`config.mk`:
```
export PLATFORM = sky130hd
export DESIGN_NAME = relu_low_bit_tag_writeback
export DESIGN_NICKNAME = d
export VERILOG_FILES = /design/src/rtl/core/rlbt_pkg.sv /design/src/rtl/core/relu_low_bit_tag_writeback.sv /design/src/rtl/core/rlbt_cfg.sv /design/src/rtl/core/rlbt_datapath.sv
export SDC_FILE = /design/constraint.sdc
export NUM_CORES = 1
export LEC_CHECK = 0
export BUFFER_PORTS_ARGS = -buffer_cell sky130_fd_sc_hd__clkbuf_2
export CAP_MARGIN = 20
export CORE_MARGIN = 10
export CORE_UTILIZATION = 40
export DETAILED_ROUTE_END_ITERATION = 8
export PLACE_DENSITY_LB_ADDON = 0.2
export SLEW_MARGIN = 15
export SYNTH_ARGS = -nofsm -noshare
export SYNTH_HDL_FRONTEND = slang
export SYNTH_SLANG_ARGS = --single-unit
```
`constraint.sdc`:
```
create_clock -name aclk -period 12.6 [get_ports aclk]
set_input_delay 2.52 -clock aclk [delete_from_list [all_inputs] [get_ports aclk]]
set_output_delay 2.52 -clock aclk [all_outputs]
set_load 0.01 [all_outputs]
```
`src/rtl/core/rlbt_pkg.sv`:
```
package rlbt_pkg;

    // Float32 field masks and constants
    localparam logic [31:0] SIGN_BIT  = 32'h8000_0000;
    localparam logic [31:0] EXP_MASK  = 32'h7f80_0000;
    localparam logic [31:0] MANT_MASK = 32'h007f_ffff;
    localparam logic [31:0] SIX_BITS  = 32'h40c0_0000;
    localparam logic [31:0] SEED_STEP = 32'd3;
    localparam logic [4:0]  DEFAULT_W = 5'd12;

    // Register reset values
    localparam logic [4:0]  RST_WINDOW    = 5'd12;
    localparam logic [4:0]  RST_TAG_BITS  = 5'd1;
    localparam logic [30:0] RST_TAG_VALUE = 31'd1;
    localparam logic [31:0] RST_INCREMENT = 32'd3;
    localparam logic        RST_PATCH_POS = 1'b1;
    localparam logic [30:0] RST_SEED      = 31'd0;

    localparam int OP_W   = 2;
    localparam int IDX_W  = 3;
    localparam int DATA_W = 32;

    typedef enum logic [OP_W-1:0] {
        OP_RELU   = 2'd0,
        OP_RELU6  = 2'd1,
        OP_RESEED = 2'd2
    } op_t;

    typedef enum logic [IDX_W-1:0] {
        REG_WINDOW    = 3'd0,
        REG_TAG_BITS  = 3'd1,
        REG_TAG_VALUE = 3'd2,
        REG_INCREMENT = 3'd3,
        REG_PATCH_POS = 3'd4,
        REG_SEED      = 3'd5
    } reg_idx_t;

    // Effective window settings derived from the registers
    typedef struct packed {
        logic [31:0] win_mask;
        logic [31:0] pay_mask;
        logic [31:0] tag_field;
        logic [31:0] increment;
        logic        patch_pos;
        logic [31:0] seed_load;
    } cfg_t;

endpackage

```
`src/rtl/core/relu_low_bit_tag_writeback.sv`:
```
// An accepted beat passes through the input register and then the result register before its result shows on m_tdata.
// Throughput: one beat per cycle; the input and result registers form a pipeline
// that stalls only when the result register is full and m_tready is low.
// The seed counter updates only as an item leaves the input register: on a reseed or when it supplies a payload.
// Reset (aresetn low, synchronous) empties both stages, loads the register defaults
// and clears the seed counter.
module relu_low_bit_tag_writeback (
    input  logic                          aclk,
    input  logic                          aresetn,
    input  logic                          s_tvalid,
    output logic                          s_tready,
    input  logic [63:0]                   s_tdata,  // input_value[31:0], previous_output[63:32]
    input  logic [rlbt_pkg::OP_W-1:0]     s_tuser,  // operation[1:0]
    output logic                          m_tvalid,
    input  logic                          m_tready,
    output logic [31:0]                   m_tdata,  // result_value[31:0]
    input  logic                          cfg_valid,
    output logic                          cfg_ready,
    input  logic [rlbt_pkg::IDX_W-1:0]    cfg_index,
    input  logic [rlbt_pkg::DATA_W-1:0]   cfg_data
);
    import rlbt_pkg::*;

    cfg_t        cfg;

    logic            in_valid_reg;
    logic [OP_W-1:0] op_reg;
    logic [31:0]     x_reg;
    logic [31:0]     old_reg;
    logic            out_valid_reg;
    logic [31:0]     result_reg;
    logic [31:0]     counter_reg;
    logic [31:0]     counter_next;

    logic [31:0]     result;
    logic            use_counter;
    logic            advance;

    rlbt_cfg u_cfg (
        .aclk      (aclk),
        .aresetn   (aresetn),
        .cfg_valid (cfg_valid),
        .cfg_ready (cfg_ready),
        .cfg_index (cfg_index),
        .cfg_data  (cfg_data),
        .cfg       (cfg)
    );

    rlbt_datapath u_dp (
        .cfg         (cfg),
        .op          (op_reg),
        .x           (x_reg),
        .old         (old_reg),
        .counter     (counter_reg),
        .result      (result),
        .use_counter (use_counter)
    );

    assign advance  = in_valid_reg && (!out_valid_reg || m_tready);
    assign s_tready = !in_valid_reg || advance;
    assign m_tvalid = out_valid_reg;
    assign m_tdata  = result_reg;

    // Reload on reseed, step when the counter supplies a payload
    always_comb begin
        counter_next = counter_reg;
        if (advance) begin
            if (op_reg == OP_RESEED) begin
                counter_next = cfg.seed_load;
            end else if (use_counter) begin
                counter_next = counter_reg + SEED_STEP;
            end
        end
    end

    // Pipeline control and seed counter
    always_ff @(posedge aclk) begin
        if (!aresetn) begin
            in_valid_reg  <= 1'b0;
            out_valid_reg <= 1'b0;
            counter_reg   <= 32'd0;
        end else begin
            counter_reg <= counter_next;
            if (s_tvalid && s_tready) begin
                in_valid_reg <= 1'b1;
            end else if (advance) begin
                in_valid_reg <= 1'b0;
            end
            if (advance) begin
                out_valid_reg <= 1'b1;
            end else if (m_tready) begin
                out_valid_reg <= 1'b0;
            end
        end
    end

    // Capture the input beat and the finished result
    always_ff @(posedge aclk) begin
        if (s_tvalid && s_tready) begin
            op_reg  <= s_tuser;
            x_reg   <= s_tdata[31:0];
            old_reg <= s_tdata[63:32];
        end
        if (advance) begin
            result_reg <= result;
        end
    end

    // A reseed loads the masked start value and returns zero
    a_reseed_load: assert property (@(posedge aclk) disable iff (!aresetn)
        advance && op_reg == OP_RESEED |=> counter_reg == $past(cfg.seed_load)
            && result_reg == 32'd0)
        else $error("reseed did not load counter or returned nonzero");

    // The counter moves only when an item leaves the input register
    a_counter_hold: assert property (@(posedge aclk) disable iff (!aresetn)
        !advance |=> counter_reg == $past(counter_reg))
        else $error("seed counter changed without an item");

    // A stalled input register keeps its item
    a_in_hold: assert property (@(posedge aclk) disable iff (!aresetn)
        in_valid_reg && !advance |=> in_valid_reg && $stable(x_reg)
            && $stable(old_reg) && $stable(op_reg))
        else $error("stalled input item was lost");

    // A held result is not overwritten
    a_out_hold: assert property (@(posedge aclk) disable iff (!aresetn)
        out_valid_reg && !m_tready |=> out_valid_reg && $stable(result_reg))
        else $error("pending result overwritten");

    // An empty input register always takes a beat
    a_ready_empty: assert property (@(posedge aclk) disable iff (!aresetn)
        !in_valid_reg |-> s_tready)
        else $error("input blocked while input register empty");

endmodule

```
`src/rtl/core/rlbt_cfg.sv`:
```
module rlbt_cfg (
    input  logic                          aclk,
    input  logic                          aresetn,
    input  logic                          cfg_valid,
    output logic                          cfg_ready,
    input  logic [rlbt_pkg::IDX_W-1:0]    cfg_index,
    input  logic [rlbt_pkg::DATA_W-1:0]   cfg_data,
    output rlbt_pkg::cfg_t                cfg
);
    import rlbt_pkg::*;

    logic [4:0]  window_reg;
    logic [4:0]  tag_bits_reg;
    logic [30:0] tag_value_reg;
    logic [31:0] increment_reg;
    logic        patch_pos_reg;
    logic [30:0] seed_reg;

    logic [4:0]  eff_w;
    logic [4:0]  eff_t;
    logic [4:0]  pay_w;
    logic [31:0] pay_mask;
    logic [31:0] tag_mask;

    assign cfg_ready = 1'b1;

    // Take register writes
    always_ff @(posedge aclk) begin
        if (!aresetn) begin
            window_reg    <= RST_WINDOW;
            tag_bits_reg  <= RST_TAG_BITS;
            tag_value_reg <= RST_TAG_VALUE;
            increment_reg <= RST_INCREMENT;
            patch_pos_reg <= RST_PATCH_POS;
            seed_reg      <= RST_SEED;
        end else if (cfg_valid && cfg_ready) begin
            case (reg_idx_t'(cfg_index))
                REG_WINDOW:    window_reg    <= cfg_data[4:0];
                REG_TAG_BITS:  tag_bits_reg  <= cfg_data[4:0];
                REG_TAG_VALUE: tag_value_reg <= cfg_data[30:0];
                REG_INCREMENT: increment_reg <= cfg_data;
                REG_PATCH_POS: patch_pos_reg <= cfg_data[0];
                REG_SEED:      seed_reg      <= cfg_data[30:0];
                default: ;
            endcase
        end
    end

    // Resolve window and tag widths; an empty window falls back to the default,
    // a missing or oversized tag shrinks to one bit
    always_comb begin
        eff_w    = (window_reg == 5'd0) ? DEFAULT_W : window_reg;
        eff_t    = (tag_bits_reg == 5'd0 || tag_bits_reg > eff_w) ? 5'd1 : tag_bits_reg;
        pay_w    = eff_w - eff_t;
        pay_mask = (32'd1 << pay_w) - 32'd1;
        tag_mask = (32'd1 << eff_t) - 32'd1;

        cfg.win_mask  = (32'd1 << eff_w) - 32'd1;
        cfg.pay_mask  = pay_mask;
        cfg.tag_field = (({1'b0, tag_value_reg}) & tag_mask) << pay_w;
        cfg.increment = increment_reg;
        cfg.patch_pos = patch_pos_reg;
        cfg.seed_load = {1'b0, seed_reg} & pay_mask;
    end

endmodule

```
`src/rtl/core/rlbt_datapath.sv`:
```
module rlbt_datapath (
    input  rlbt_pkg::cfg_t                cfg,
    input  logic [rlbt_pkg::OP_W-1:0]     op,
    input  logic [31:0]                   x,
    input  logic [31:0]                   old,
    input  logic [31:0]                   counter,
    output logic [31:0]                   result,
    output logic                          use_counter
);
    import rlbt_pkg::*;

    logic [31:0] x0;
    logic        x0_nan;
    logic        x_nan;
    logic [31:0] relu_r;
    logic [31:0] relu6_r;
    logic [31:0] base;
    logic        do_patch;
    logic        carries_tag;
    logic [31:0] payload;
    logic [31:0] patched;

    always_comb begin
        // Fold minus zero before the NaN test
        x0     = (x == SIGN_BIT) ? 32'd0 : x;
        x0_nan = ((x0 & EXP_MASK) == EXP_MASK) && ((x0 & MANT_MASK) != 32'd0);
        x_nan  = ((x & EXP_MASK) == EXP_MASK) && ((x & MANT_MASK) != 32'd0);

        relu_r = x0[31] ? 32'd0 : x0;
        if (x_nan || x[31] || x == 32'd0) begin
            relu6_r = 32'd0;
        end else begin
            relu6_r = (x > SIX_BITS) ? SIX_BITS : x;
        end

        // Select the unpatched value and whether it gets a window
        base     = 32'd0;
        do_patch = 1'b0;
        result   = 32'd0;
        case (op)
            OP_RELU: begin
                base     = relu_r;
                do_patch = !x0_nan && (cfg.patch_pos || relu_r == 32'd0);
                result   = x0_nan ? x0 : relu_r;
            end
            OP_RELU6: begin
                base     = relu6_r;
                do_patch = (relu6_r == 32'd0);
                result   = relu6_r;
            end
            default: ;
        endcase

        // Reuse the old payload when the old word already carries the tag
        if (base == 32'd0) begin
            carries_tag = ((old & ~cfg.win_mask) == 32'd0)
                        && ((old & ~cfg.pay_mask) == cfg.tag_field);
        end else begin
            carries_tag = ((old & cfg.win_mask & ~cfg.pay_mask) == cfg.tag_field);
        end
        payload = carries_tag ? (old & cfg.pay_mask) : (counter & cfg.pay_mask);
        patched = (base & ~cfg.win_mask) | cfg.tag_field
                | ((payload + cfg.increment) & cfg.pay_mask);

        use_counter = do_patch && !carries_tag;
        if (do_patch) begin
            result = patched;
        end
    end

endmodule

```
# After elaboration in Yosys (flattened, before gate mapping)
# Cells that the tools add are included.
[totals] wordCells=108 regBits=237 out_inout_bits=35 inputBits=106
[op_classes] n_shift=4 add_sub_neg=6 magnitude_cmp=2 reduce_logical=38 mux=19 eq_ne=12 bitwise=14
[ops] op="32-bit AND" n=8
[ops] op="32-bit two-way mux" n=8
[ops] op="32-bit logical NOT" n=5
[ops] op="32-bit case mux with 2 select lines" n=2
[ops] op="1-bit by 5-bit left shift with 32-bit output (first input constant)" n=3
[ops] op="32-bit by 1-bit subtractor with 32-bit output (second input constant)" n=3
[ops] op="31-bit by 32-bit AND with 32-bit output" n=2
[ops] op="32-bit equality test" n=2
[ops] op="32-bit inverter" n=2
[ops] op="32-bit bitwise OR" n=2
[ops] op="32-bit nonzero test" n=2
[ops] op="32-bit by 2-bit adder with 32-bit output (second input constant)" n=1
[ops] op="32-bit adder" n=1
[ops] op="32-bit equality test (second input constant)" n=1
[ops] op="32-bit by 31-bit > comparator with 1-bit output (second input constant)" n=1
[ops] op="32-bit by 5-bit left shift with 32-bit output" n=1
[ops] op="31-bit two-way mux" n=1
[ops] op="8-bit equality test (second input constant)" n=2
[ops] op="2-bit AND reduction" n=7
[ops] op="5-bit logical NOT" n=2
[ops] op="5-bit two-way mux" n=2
[ops] op="1-bit logical AND" n=7
[ops] op="3-bit by 2-bit equality test with 1-bit output (second input constant)" n=2
[ops] op="3-bit equality test (second input constant)" n=2
[ops] op="other kinds (12)" n=26

# Depth between registers and ports, before layout
# Gate-level depths: netlist of run 1.
[logic_depth] word_depth=18 depth_mapped=61 depth_no_buf=52

# Cells and area by module
# From an unflattened synthesis of run 1, not the netlist that was laid out.
[unflattened] cells_unflattened=2336 area_unflattened_um2=18479.0
[modules_own_cells] module="rlbt_cfg" instances=1 area_each_um2=8623.3 seq_area_each_um2=2102.0 cells_per_inst=1233
[modules_own_cells] module="relu_low_bit_tag_writeback" instances=1 area_each_um2=5253.8 seq_area_each_um2=3623.5 cells_per_inst=401
[modules_own_cells] module="rlbt_datapath" instances=1 area_each_um2=4601.9 seq_area_each_um2=0.0 cells_per_inst=702

# Worst setup path after synthesis of run 1
# No wires, ideal clock.
[synth_path] kind="register to register" start="register u_cfg.window_reg[4]" end="register result_reg[27] (netlist: m_tdata[27]) (data pin)" n_path_buf=8 t_arrival_ns=10.723 required_time_ns=12.334 stages_incl_launch_ff=57 setup_ns=0.266 period_less_slack_ns=10.989 setup_slack_ns=1.611 path_cell_list="dfxtp_1 clkinv_1 ha_1 nor4b_1 o32a_4 o22ai_4 buf_2 buf_4 buf_4 buf_2 o211ai_1 ha_1 inv_1 fa_1 a21o_1 a21oi_1 xnor2_1 xnor2_1 [21 not listed] nor2_1 ha_1 a21o_1 a21oi_1 o21ai_0 a21oi_1 o21ai_0 a41oi_1 a2111oi_0 nor2_1 a21oi_1 a41o_1 o41ai_1 nand2b_1 a21o_1 a21o_1 a211oi_1 o22ai_1"
[synth_via] elab_chain_cells=18 word_cells_on_any_way=34 classes_between="add/sub: 5; order compare: 1; eq/ne: 2; shift: 4; mux: 5; bitwise: 13; reduce/logical: 4"
[synth_rtl] item="start: declaration" line_no="rlbt_cfg.sv:12" rtl="logic [4:0] window_reg;"
[synth_rtl] item="start signal: assignment" line_no="rlbt_cfg.sv:38" rtl="REG_WINDOW: window_reg <= cfg_data[4:0];"
[synth_rtl] item="5-bit logical NOT" line_no="rlbt_cfg.sv:52" rtl="eff_w = (window_reg == 5'd0) ? DEFAULT_W : window_reg;"
[synth_rtl] item="5-bit two-way mux *" line_no="rlbt_cfg.sv:52"
[synth_rtl] item="5-bit > comparator" line_no="rlbt_cfg.sv:53" rtl="eff_t = (tag_bits_reg == 5'd0 || tag_bits_reg > eff_w) ? 5'd1 : tag_bits_reg;"
[synth_rtl] item="1-bit logical OR" line_no="rlbt_cfg.sv:53"
[synth_rtl] item="5-bit two-way mux" line_no="rlbt_cfg.sv:53"
[synth_rtl] item="5-bit subtractor" line_no="rlbt_cfg.sv:54" rtl="pay_w = eff_w - eff_t;"
[synth_rtl] item="1-bit by 5-bit left shift with 32-bit output" line_no="rlbt_cfg.sv:55" rtl="pay_mask = (32'd1 << pay_w) - 32'd1;"
[synth_rtl] item="32-bit by 1-bit subtractor with 32-bit output" line_no="rlbt_cfg.sv:55"
[synth_rtl] item="[3 not listed]"
[synth_rtl] item="1-bit logical AND" line_no="rlbt_datapath.sv:57" rtl="&& ((old & ~cfg.pay_mask) == cfg.tag_field);"
[synth_rtl] item="1-bit two-way mux" line_no="rlbt_datapath.sv:55" rtl="if (base == 32'd0) begin"
[synth_rtl] item="32-bit two-way mux" line_no="rlbt_datapath.sv:61" rtl="payload = carries_tag ? (old & cfg.pay_mask) : (counter & cfg.pay_mask);"
[synth_rtl] item="32-bit adder" line_no="rlbt_datapath.sv:63" rtl="| ((payload + cfg.increment) & cfg.pay_mask);"
[synth_rtl] item="32-bit AND" line_no="rlbt_datapath.sv:63"
[synth_rtl] item="32-bit bitwise OR *" line_no="rlbt_datapath.sv:63"
[synth_rtl] item="32-bit two-way mux *" line_no="rlbt_datapath.sv:66" rtl="if (do_patch) begin"
[synth_rtl] item="named net result[27]" line_no="relu_low_bit_tag_writeback.sv:35" rtl="logic [31:0] result;"
[synth_rtl] item="end signal: assignment" line_no="relu_low_bit_tag_writeback.sv:105" rtl="result_reg <= result;"
[synth_rtl] item="end: declaration" line_no="relu_low_bit_tag_writeback.sv:31" rtl="logic [31:0] result_reg;"
# The timed path passes the listed nets; every way through them passes the cells marked *.
# A chain may end at the register's enable or synchronous reset.

# Worst setup path in the final report of run 1
[layout_path] start="register u_cfg.window_reg[1]" end="register result_reg[29] (netlist: m_tdata[29]) (data pin)"
# The elaborated chain is that of the path after synthesis.

==> run metrics, run 1 <==
status=complete, no violations; dpl ws=0.747 ns; Post-DP HPWL=~77000 microns; RD Place Congestion=approximately 1.0; MaxCap Viol Count=0; period utilisation layout=0.959; top post-synthesis cells by count=nand2_1 (442), a21oi_1 (227), nor2_1 (213); PD cells=about 110 mW/mm^2; grt ovf=0; Synth top area share=0.157; Avg Cell Area, Syn=about 7.6 sq um; Setup CP Type=flop to flop; initial core utilization=0.403; slew at the pin closest to its max-slew limit=approximately 1.2 ns; I/O pin count=141; register clock-pin slew on the reported worst setup and hold paths=roughly 0.060 ns; Critical Path RT=12.89 ns; drt first pass iters=6; HP Class=flop to flop; Routed WL=~100000 microns; vias=between 20000 and 25000; wire length on met3=between 9000 and 10000 microns; EDFF count, synth=98; register area share after synthesis=0.303; Mapped Area=around 0.019 sq mm; # setup viols final=0; H-tree Lvls=1; static leakage=a little under 8 nW; DR WL met2=42600 microns; cell taking the most area after synthesis=edfxtp_1; final hold vios=0; final worst setup slack=~0.51 ns; clk root buf=clkbuf_16; R2R setup slack=about 0.51 ns; top-count cell post-synth=nand2_1; area grow syn2layout=11.8%; min cycle time layout=roughly 12 ns; peak supply drop=~89 uV; initial antenna violation count=4; DRT iter0 DRCs=around 2900; Placed Area=about 0.020 sq mm; slowest CP cell=or4_1; CP endpoint=m_tdata[29]$_DFFE_PP_; pin count of the biggest net entering global routing=82; Tot GR Track Use=0.331; Most used DFF post-synth=dfxtp_1; worst reg-to-reg path cell count=50; DRT antenna net count=0; Max Slew Vio Count=0; Fillers=roughly 4800; post-synthesis async set-or-reset flop share=0; # diodes=0; layout cell share with drive strength beyond 1=0.127; Die Span X=about 240 microns; vias in the first global route=~19000; WL per Instance=~31 microns; CTS Sinks=approximately 240; Ys Warns=0; met1 WL=40100 microns; Slew Limit Headroom=0.204; crit path launch=u_cfg.window_reg[1]$_SDFFE_PN0P_; die area=between 0.05 and 0.06 sq mm; Largest stage delay, worst path=about 0.57 ns; Core ar.=about 0.046 sq mm; number of vias per cell=between 6 and 7; Area contributors post-synth=edfxtp_1 (16%), dfxtp_1 (15%), nand2_1 (8.9%); DRC viols=0; Top Metal Used=met5; Port Buffers=roughly 140; TNS Setup=0 ns; first-pass GRT wire length=around 140000 microns; Distinct cells, synth=approximately 110; worst path arrival time=about 12 ns; CTS max path bufs=3; Most common cell on crit path=a21oi_1; Crit Reg-Reg Startpoint=u_cfg.window_reg[1]$_SDFFE_PN0P_; post-layout instance area=0.0210 sq mm; Vert. Die Dim=between 200 and 250 microns; maximum fanout along the worst path=17; fmax=around 83 MHz; final setup skew=roughly 0.013 ns; Synth Register Bits=about 240; hold_buf cts=0; Clk Latency, worst-skew pair=between 0.5 and 0.6 ns; row count=about 80; Reg2Reg Capture Point=m_tdata[29]$_DFFE_PP_; Final #Nets=about 2700; Critical Path End Type=flop; WHS=roughly 0.46 ns; Mapped Cells=between 2000 and 2500; RSZ-0062 raised after global routing=no; CTS tree=built; Worst setup SP type=flop; Num CTS Buffers=26
-- metrics by stage --
stage	util	power, mW	instances
2_1_floorplan	-	1.18	2475
3_3_place_gp	0.433	1.44	3125
3_5_place_dp	0.433	1.44	3126
4_1_cts	0.451	2.19	3173
5_1_grt	0.451	2.26	3173
6_report	0.451	2.20	3173
-- where the power goes --
part / switching (mW) / internal, mW
sequential: 0.0438 / 0.826
clock: 0.311 / 0.442
combinational: 0.408 / 0.171
total: 0.763 / 1.44
-- what timing repair did --
item	in CTS	in global routing
resized for setup	0	2
setup endpoints to repair	0	5
buffers inserted	0	0
-- worst min path at each step --
stage                                               from                                   end  cells past startpoint
floorplan           u_cfg.tag_value_reg[17]$_SDFFE_PN0P_  u_cfg.tag_value_reg[17]$_SDFFE_PN0P_                      2
global placement         u_cfg.seed_reg[29]$_SDFFE_PN0P_       u_cfg.seed_reg[29]$_SDFFE_PN0P_                      2
detailed placement       u_cfg.seed_reg[24]$_SDFFE_PN0P_       u_cfg.seed_reg[24]$_SDFFE_PN0P_                      2
CTS                      u_cfg.seed_reg[24]$_SDFFE_PN0P_       u_cfg.seed_reg[24]$_SDFFE_PN0P_                      2
global route             u_cfg.seed_reg[13]$_SDFFE_PN0P_       u_cfg.seed_reg[13]$_SDFFE_PN0P_                      2
finish                   u_cfg.seed_reg[29]$_SDFFE_PN0P_       u_cfg.seed_reg[29]$_SDFFE_PN0P_                      2
-- cells by family (layout without fill, tap and decap cells) --
| logic type | Yosys count | count (layout) | synth area share |
|---|---|---|---|
| DFF | 235 | 235 | 0.303 |
| buffers and inverters | 226 | 317 | 0.0517 |
| muxes | 90 | 90 | 0.0493 |
| AOI/OAI and AO/OA | 760 | 760 | 0.270 |
| and+or+nand+nor | 1010 | 1010 | 0.246 |
| xor gates and xnor gates | 105 | 105 | 0.0491 |
| adders and majority gates | 45 | 45 | 0.0308 |
| other | 1 | 4 | 0.000200 |
-- placed cells by master (no fill, tap or decap), drive strengths merged, types with 12 or more instances in the layout --
| cell type | synthesis | routed |
|---|---|---|
| nand2 | 443 | 443 |
| a21oi | 227 | 227 |
| nor2 | 214 | 214 |
| clkbuf | 129 | 179 |
| o21ai | 158 | 158 |
| dfxtp | 137 | 137 |
| nand3 | 105 | 105 |
| edfxtp | 98 | 98 |
| mux2i | 81 | 81 |
| buf | 46 | 81 |
| xor2 | 57 | 57 |
| nor3 | 51 | 51 |
| inv | 48 | 49 |
| xnor2 | 48 | 48 |
| a31oi | 47 | 47 |
| ha | 43 | 43 |
| o211ai | 31 | 31 |
| o22ai | 27 | 27 |
| a211oi | 27 | 27 |
| nor2b | 26 | 26 |
| and3 | 26 | 26 |
| and2 | 26 | 26 |
| o31ai | 25 | 25 |
| nand2b | 20 | 20 |
| nor4 | 19 | 19 |
| nand4 | 17 | 17 |
| a22oi | 16 | 16 |
| o2111ai | 15 | 15 |
| or2 | 14 | 14 |
| o21a | 13 | 13 |
| a2111oi | 13 | 13 |
| a21o | 12 | 12 |
| or3 | 12 | 12 |
| and4 | 12 | 12 |
| a21boi | 12 | 12 |
-- routing by layer --
metal,vias to the layer above,GRT usage
met1,10033,0.438
met5,-,0
met2,1171,0.508
met4,2,0.148
met3,206,0.0733
li1,9234,-
-- worst max-delay path, delay by kind of cell (launching register included) --
family	cells	cell delay [ns]
adders and majority gates	4	1.15
xor gates and xnor gates	3	0.69
buffers and inverters	5	0.93
DFF	1	0.44
AOI/OAI and AO/OA	24	5.24
muxes	2	0.70
and+or+nand+nor	12	2.66
-- cell type report --
type / count / area [sq um] / area share
clock buffers: 41 / 778 / 0.0371
repair buffers: 219 / 1310 / 0.0624
flip-flops and latches: 235 / 5690 / 0.271
well taps: 607 / 759 / 0.0362
multi-input cells: 2014 / 12200 / 0.581
inverters: 51 / 195 / 0.00931
clock inverters: 6 / 58.8 / 0.00281
(Power assumes the default switching activity.)
==> run 2, diff against run 1 <==
--- a/config.mk
+++ b/config.mk
@@ -10,7 +10,7 @@
 export CORE_MARGIN = 10
 export CORE_UTILIZATION = 40
 export DETAILED_ROUTE_END_ITERATION = 8
-export PLACE_DENSITY_LB_ADDON = 0.2
+export SETUP_SLACK_MARGIN = 0.15
 export SLEW_MARGIN = 15
 export SYNTH_ARGS = -nofsm -noshare
 export SYNTH_HDL_FRONTEND = slang
==> run metrics, run 2 (same netlist as run 1, synthesis figures left out) <==
most frequent cells in the layout=nand2_1 (442), a21oi_1 (227), nor2_1 (208); wire length on met3=10600 microns (+6.8%); # setup viols final=0 (unchanged); CTS max path bufs=3 (unchanged); combinational fraction of design power=0.266 (+0.003); drt first pass iters=6 (unchanged); Core ar.=0.0465 sq mm (unchanged); pin count of the biggest net entering global routing=71 (-13%); NetSw=0.795 mW (+4.2%); Worst setup SP type=flop; Critical Path End Type=flop; Clk Latency, worst-skew pair=0.60 ns (+0.05 ns); DRT iter0 DRCs=2709 (-5.4%); Vert. Die Dim=236 microns (unchanged); I/O pin count=141 (unchanged); Post-DP HPWL=78800 microns (+1.9%); vias in the first global route=19721 (+2.1%); RD Place Congestion=1.10 (+4.9%); slew at the pin closest to its max-slew limit=1.17 ns (-0.0184 ns); Die Span X=236 microns (unchanged); final hold vios=0 (unchanged); vias=20912 (+1.3%); PD cells=105 mW/mm^2 (about the same); Worst Min Path Start=u_cfg.seed_reg[6]$_SDFFE_PN0P_; crit path launch=u_cfg.window_reg[4]$_SDFFE_PN0P_; CTS tree=built; DR WL met2=42300 microns (-0.54%); fmax=84.8 MHz (+2.5%); DRC viols=0 (unchanged); maximum fanout along the worst path=20 (+3); status=complete, no violations; Largest stage delay, worst path=0.53 ns (-0.04 ns); commonest non-fill, non-tap cell in the layout=nand2_1; # diodes=0 (unchanged); Tot GR Track Use=0.339 (+0.00770); Final #Nets=2718 (+0.74%); CTS Sinks=235 (unchanged); TNS Setup=0 ns (unchanged); register clock-pin slew on the reported worst setup and hold paths=0.06 ns (about the same); Setup CP Type=flop to flop; number of vias per cell=6.55 (+0.69%); min cycle time layout=11.79 ns (-0.298 ns); DRT antenna net count=0 (unchanged); static leakage=7.85 nW (+1.4%); final core utilization=0.455 (+0.00377); hold_buf cts=0 (unchanged); Critical Path RT=12.91 ns (+0.02 ns); WL per Instance=31.3 microns (+1.7%); period utilisation layout=0.936 (-0.0237); Seq pwr share=0.392 (-0.003); Port Buffers=138 (unchanged); Max Slew Vio Count=0 (unchanged); Top Metal Used=met5; die area=0.0559 sq mm (unchanged); Power, Total=2.22 mW (+0.82%); row count=79 (unchanged); worst path arrival time=12.09 ns (-0.29 ns); HP Class=flop to flop; Slew Limit Headroom=0.222 (+0.0184); clk root buf=clkbuf_16; RSZ-0062 raised after global routing=no; final setup skew=0.0478 ns (+0.0346 ns); area grow syn2layout=12.8%; internal power=1.43 mW (-0.99%); initial antenna violation count=7 (+3); peak supply drop=105 uV (+18%); grt ovf=0 (unchanged); H-tree Lvls=1 (unchanged); layout cell share with drive strength beyond 1=0.135 (+0.00796); initial core utilization=0.403 (unchanged); met1 WL=39900 microns (-0.45%); Crit Reg-Reg Startpoint=u_cfg.window_reg[4]$_SDFFE_PN0P_; MaxCap Viol Count=0 (unchanged); Num CTS Buffers=26 (unchanged); Routed WL=99800 microns (+2.3%); first-pass GRT wire length=142000 microns (+2.2%); Clock power frac=0.343 (about the same); slowest CP cell=dfxtp_1; Sw Ratio=0.358 (+0.0118)
[run 2: what timing repair did]
item / 4_1_cts / 5_1_grt
endpoints found under the setup margin: 0 / 7
setup buffers: 0 / 1
resized for setup: 0 / 7
[run 2: cell type report]
class                      instances  area, sq um
multi-input combinational       2014        12200
timing repair buffer             239         1460
sequential                       235         5690
inverter                          51          191
tap                              607          759
clock buffer                      33          707
fill                            4777        25300
clock inverter                    13          129
[run 2: power groups by stage]
stage	Combinational [mW]	Sequential, mW	Clock, mW
floorplan	0.318	0.859	0
global placement	0.567	0.882	0
detailed placement	0.563	0.883	0
CTS	0.566	0.866	0.766
global route	0.612	0.869	0.799
finish	0.590	0.870	0.761
[run 2: per-layer routing]
metal | global-route usage | up-vias
met3 | 0.0780 | 275
met2 | 0.502 | 1227
met1 | 0.442 | 10128
li1 | - | 9270
met5 | 0 | -
met4 | 0.201 | 12
[run 2: worst max-delay path, delay by kind of cell (launching register included)]
family	cells	cell delay, ns
buffers and inverters	8	1.38
muxes	2	0.44
AOI/OAI and AO/OA	21	4.67
xor gates and xnor gates	3	0.70
DFF	1	0.53
and+or+nand+nor	12	2.27
adders and majority gates	5	1.51
[run 2: path summary, 6_finish.rpt]
check,to,slack (ns),cells past startpoint
setup / recovery,m_tdata[29]$_DFFE_PP_,0.81,51
hold / removal,u_cfg.seed_reg[6]$_SDFFE_PN0P_,0.46,2
setup reg to reg,m_tdata[29]$_DFFE_PP_,0.81,51
hold reg to reg,u_cfg.seed_reg[6]$_SDFFE_PN0P_,0.46,2
[run 2: through the flow]
stage | std cells | worst slack (ns) | area [sq um] | hold WS [ns]
after detailed placement | 3144 | 0.918 | 20300 | 0.450
after global placement | 3144 | 0.973 | 20300 | 0.446
after CTS | 3190 | 0.811 | 21100 | 0.460
final | 3192 | 0.811 | 21100 | 0.458
after floorplan | 2475 | 1.61 | 18800 | 0.432
after global routing | 3192 | 0.168 | 21100 | 0.485
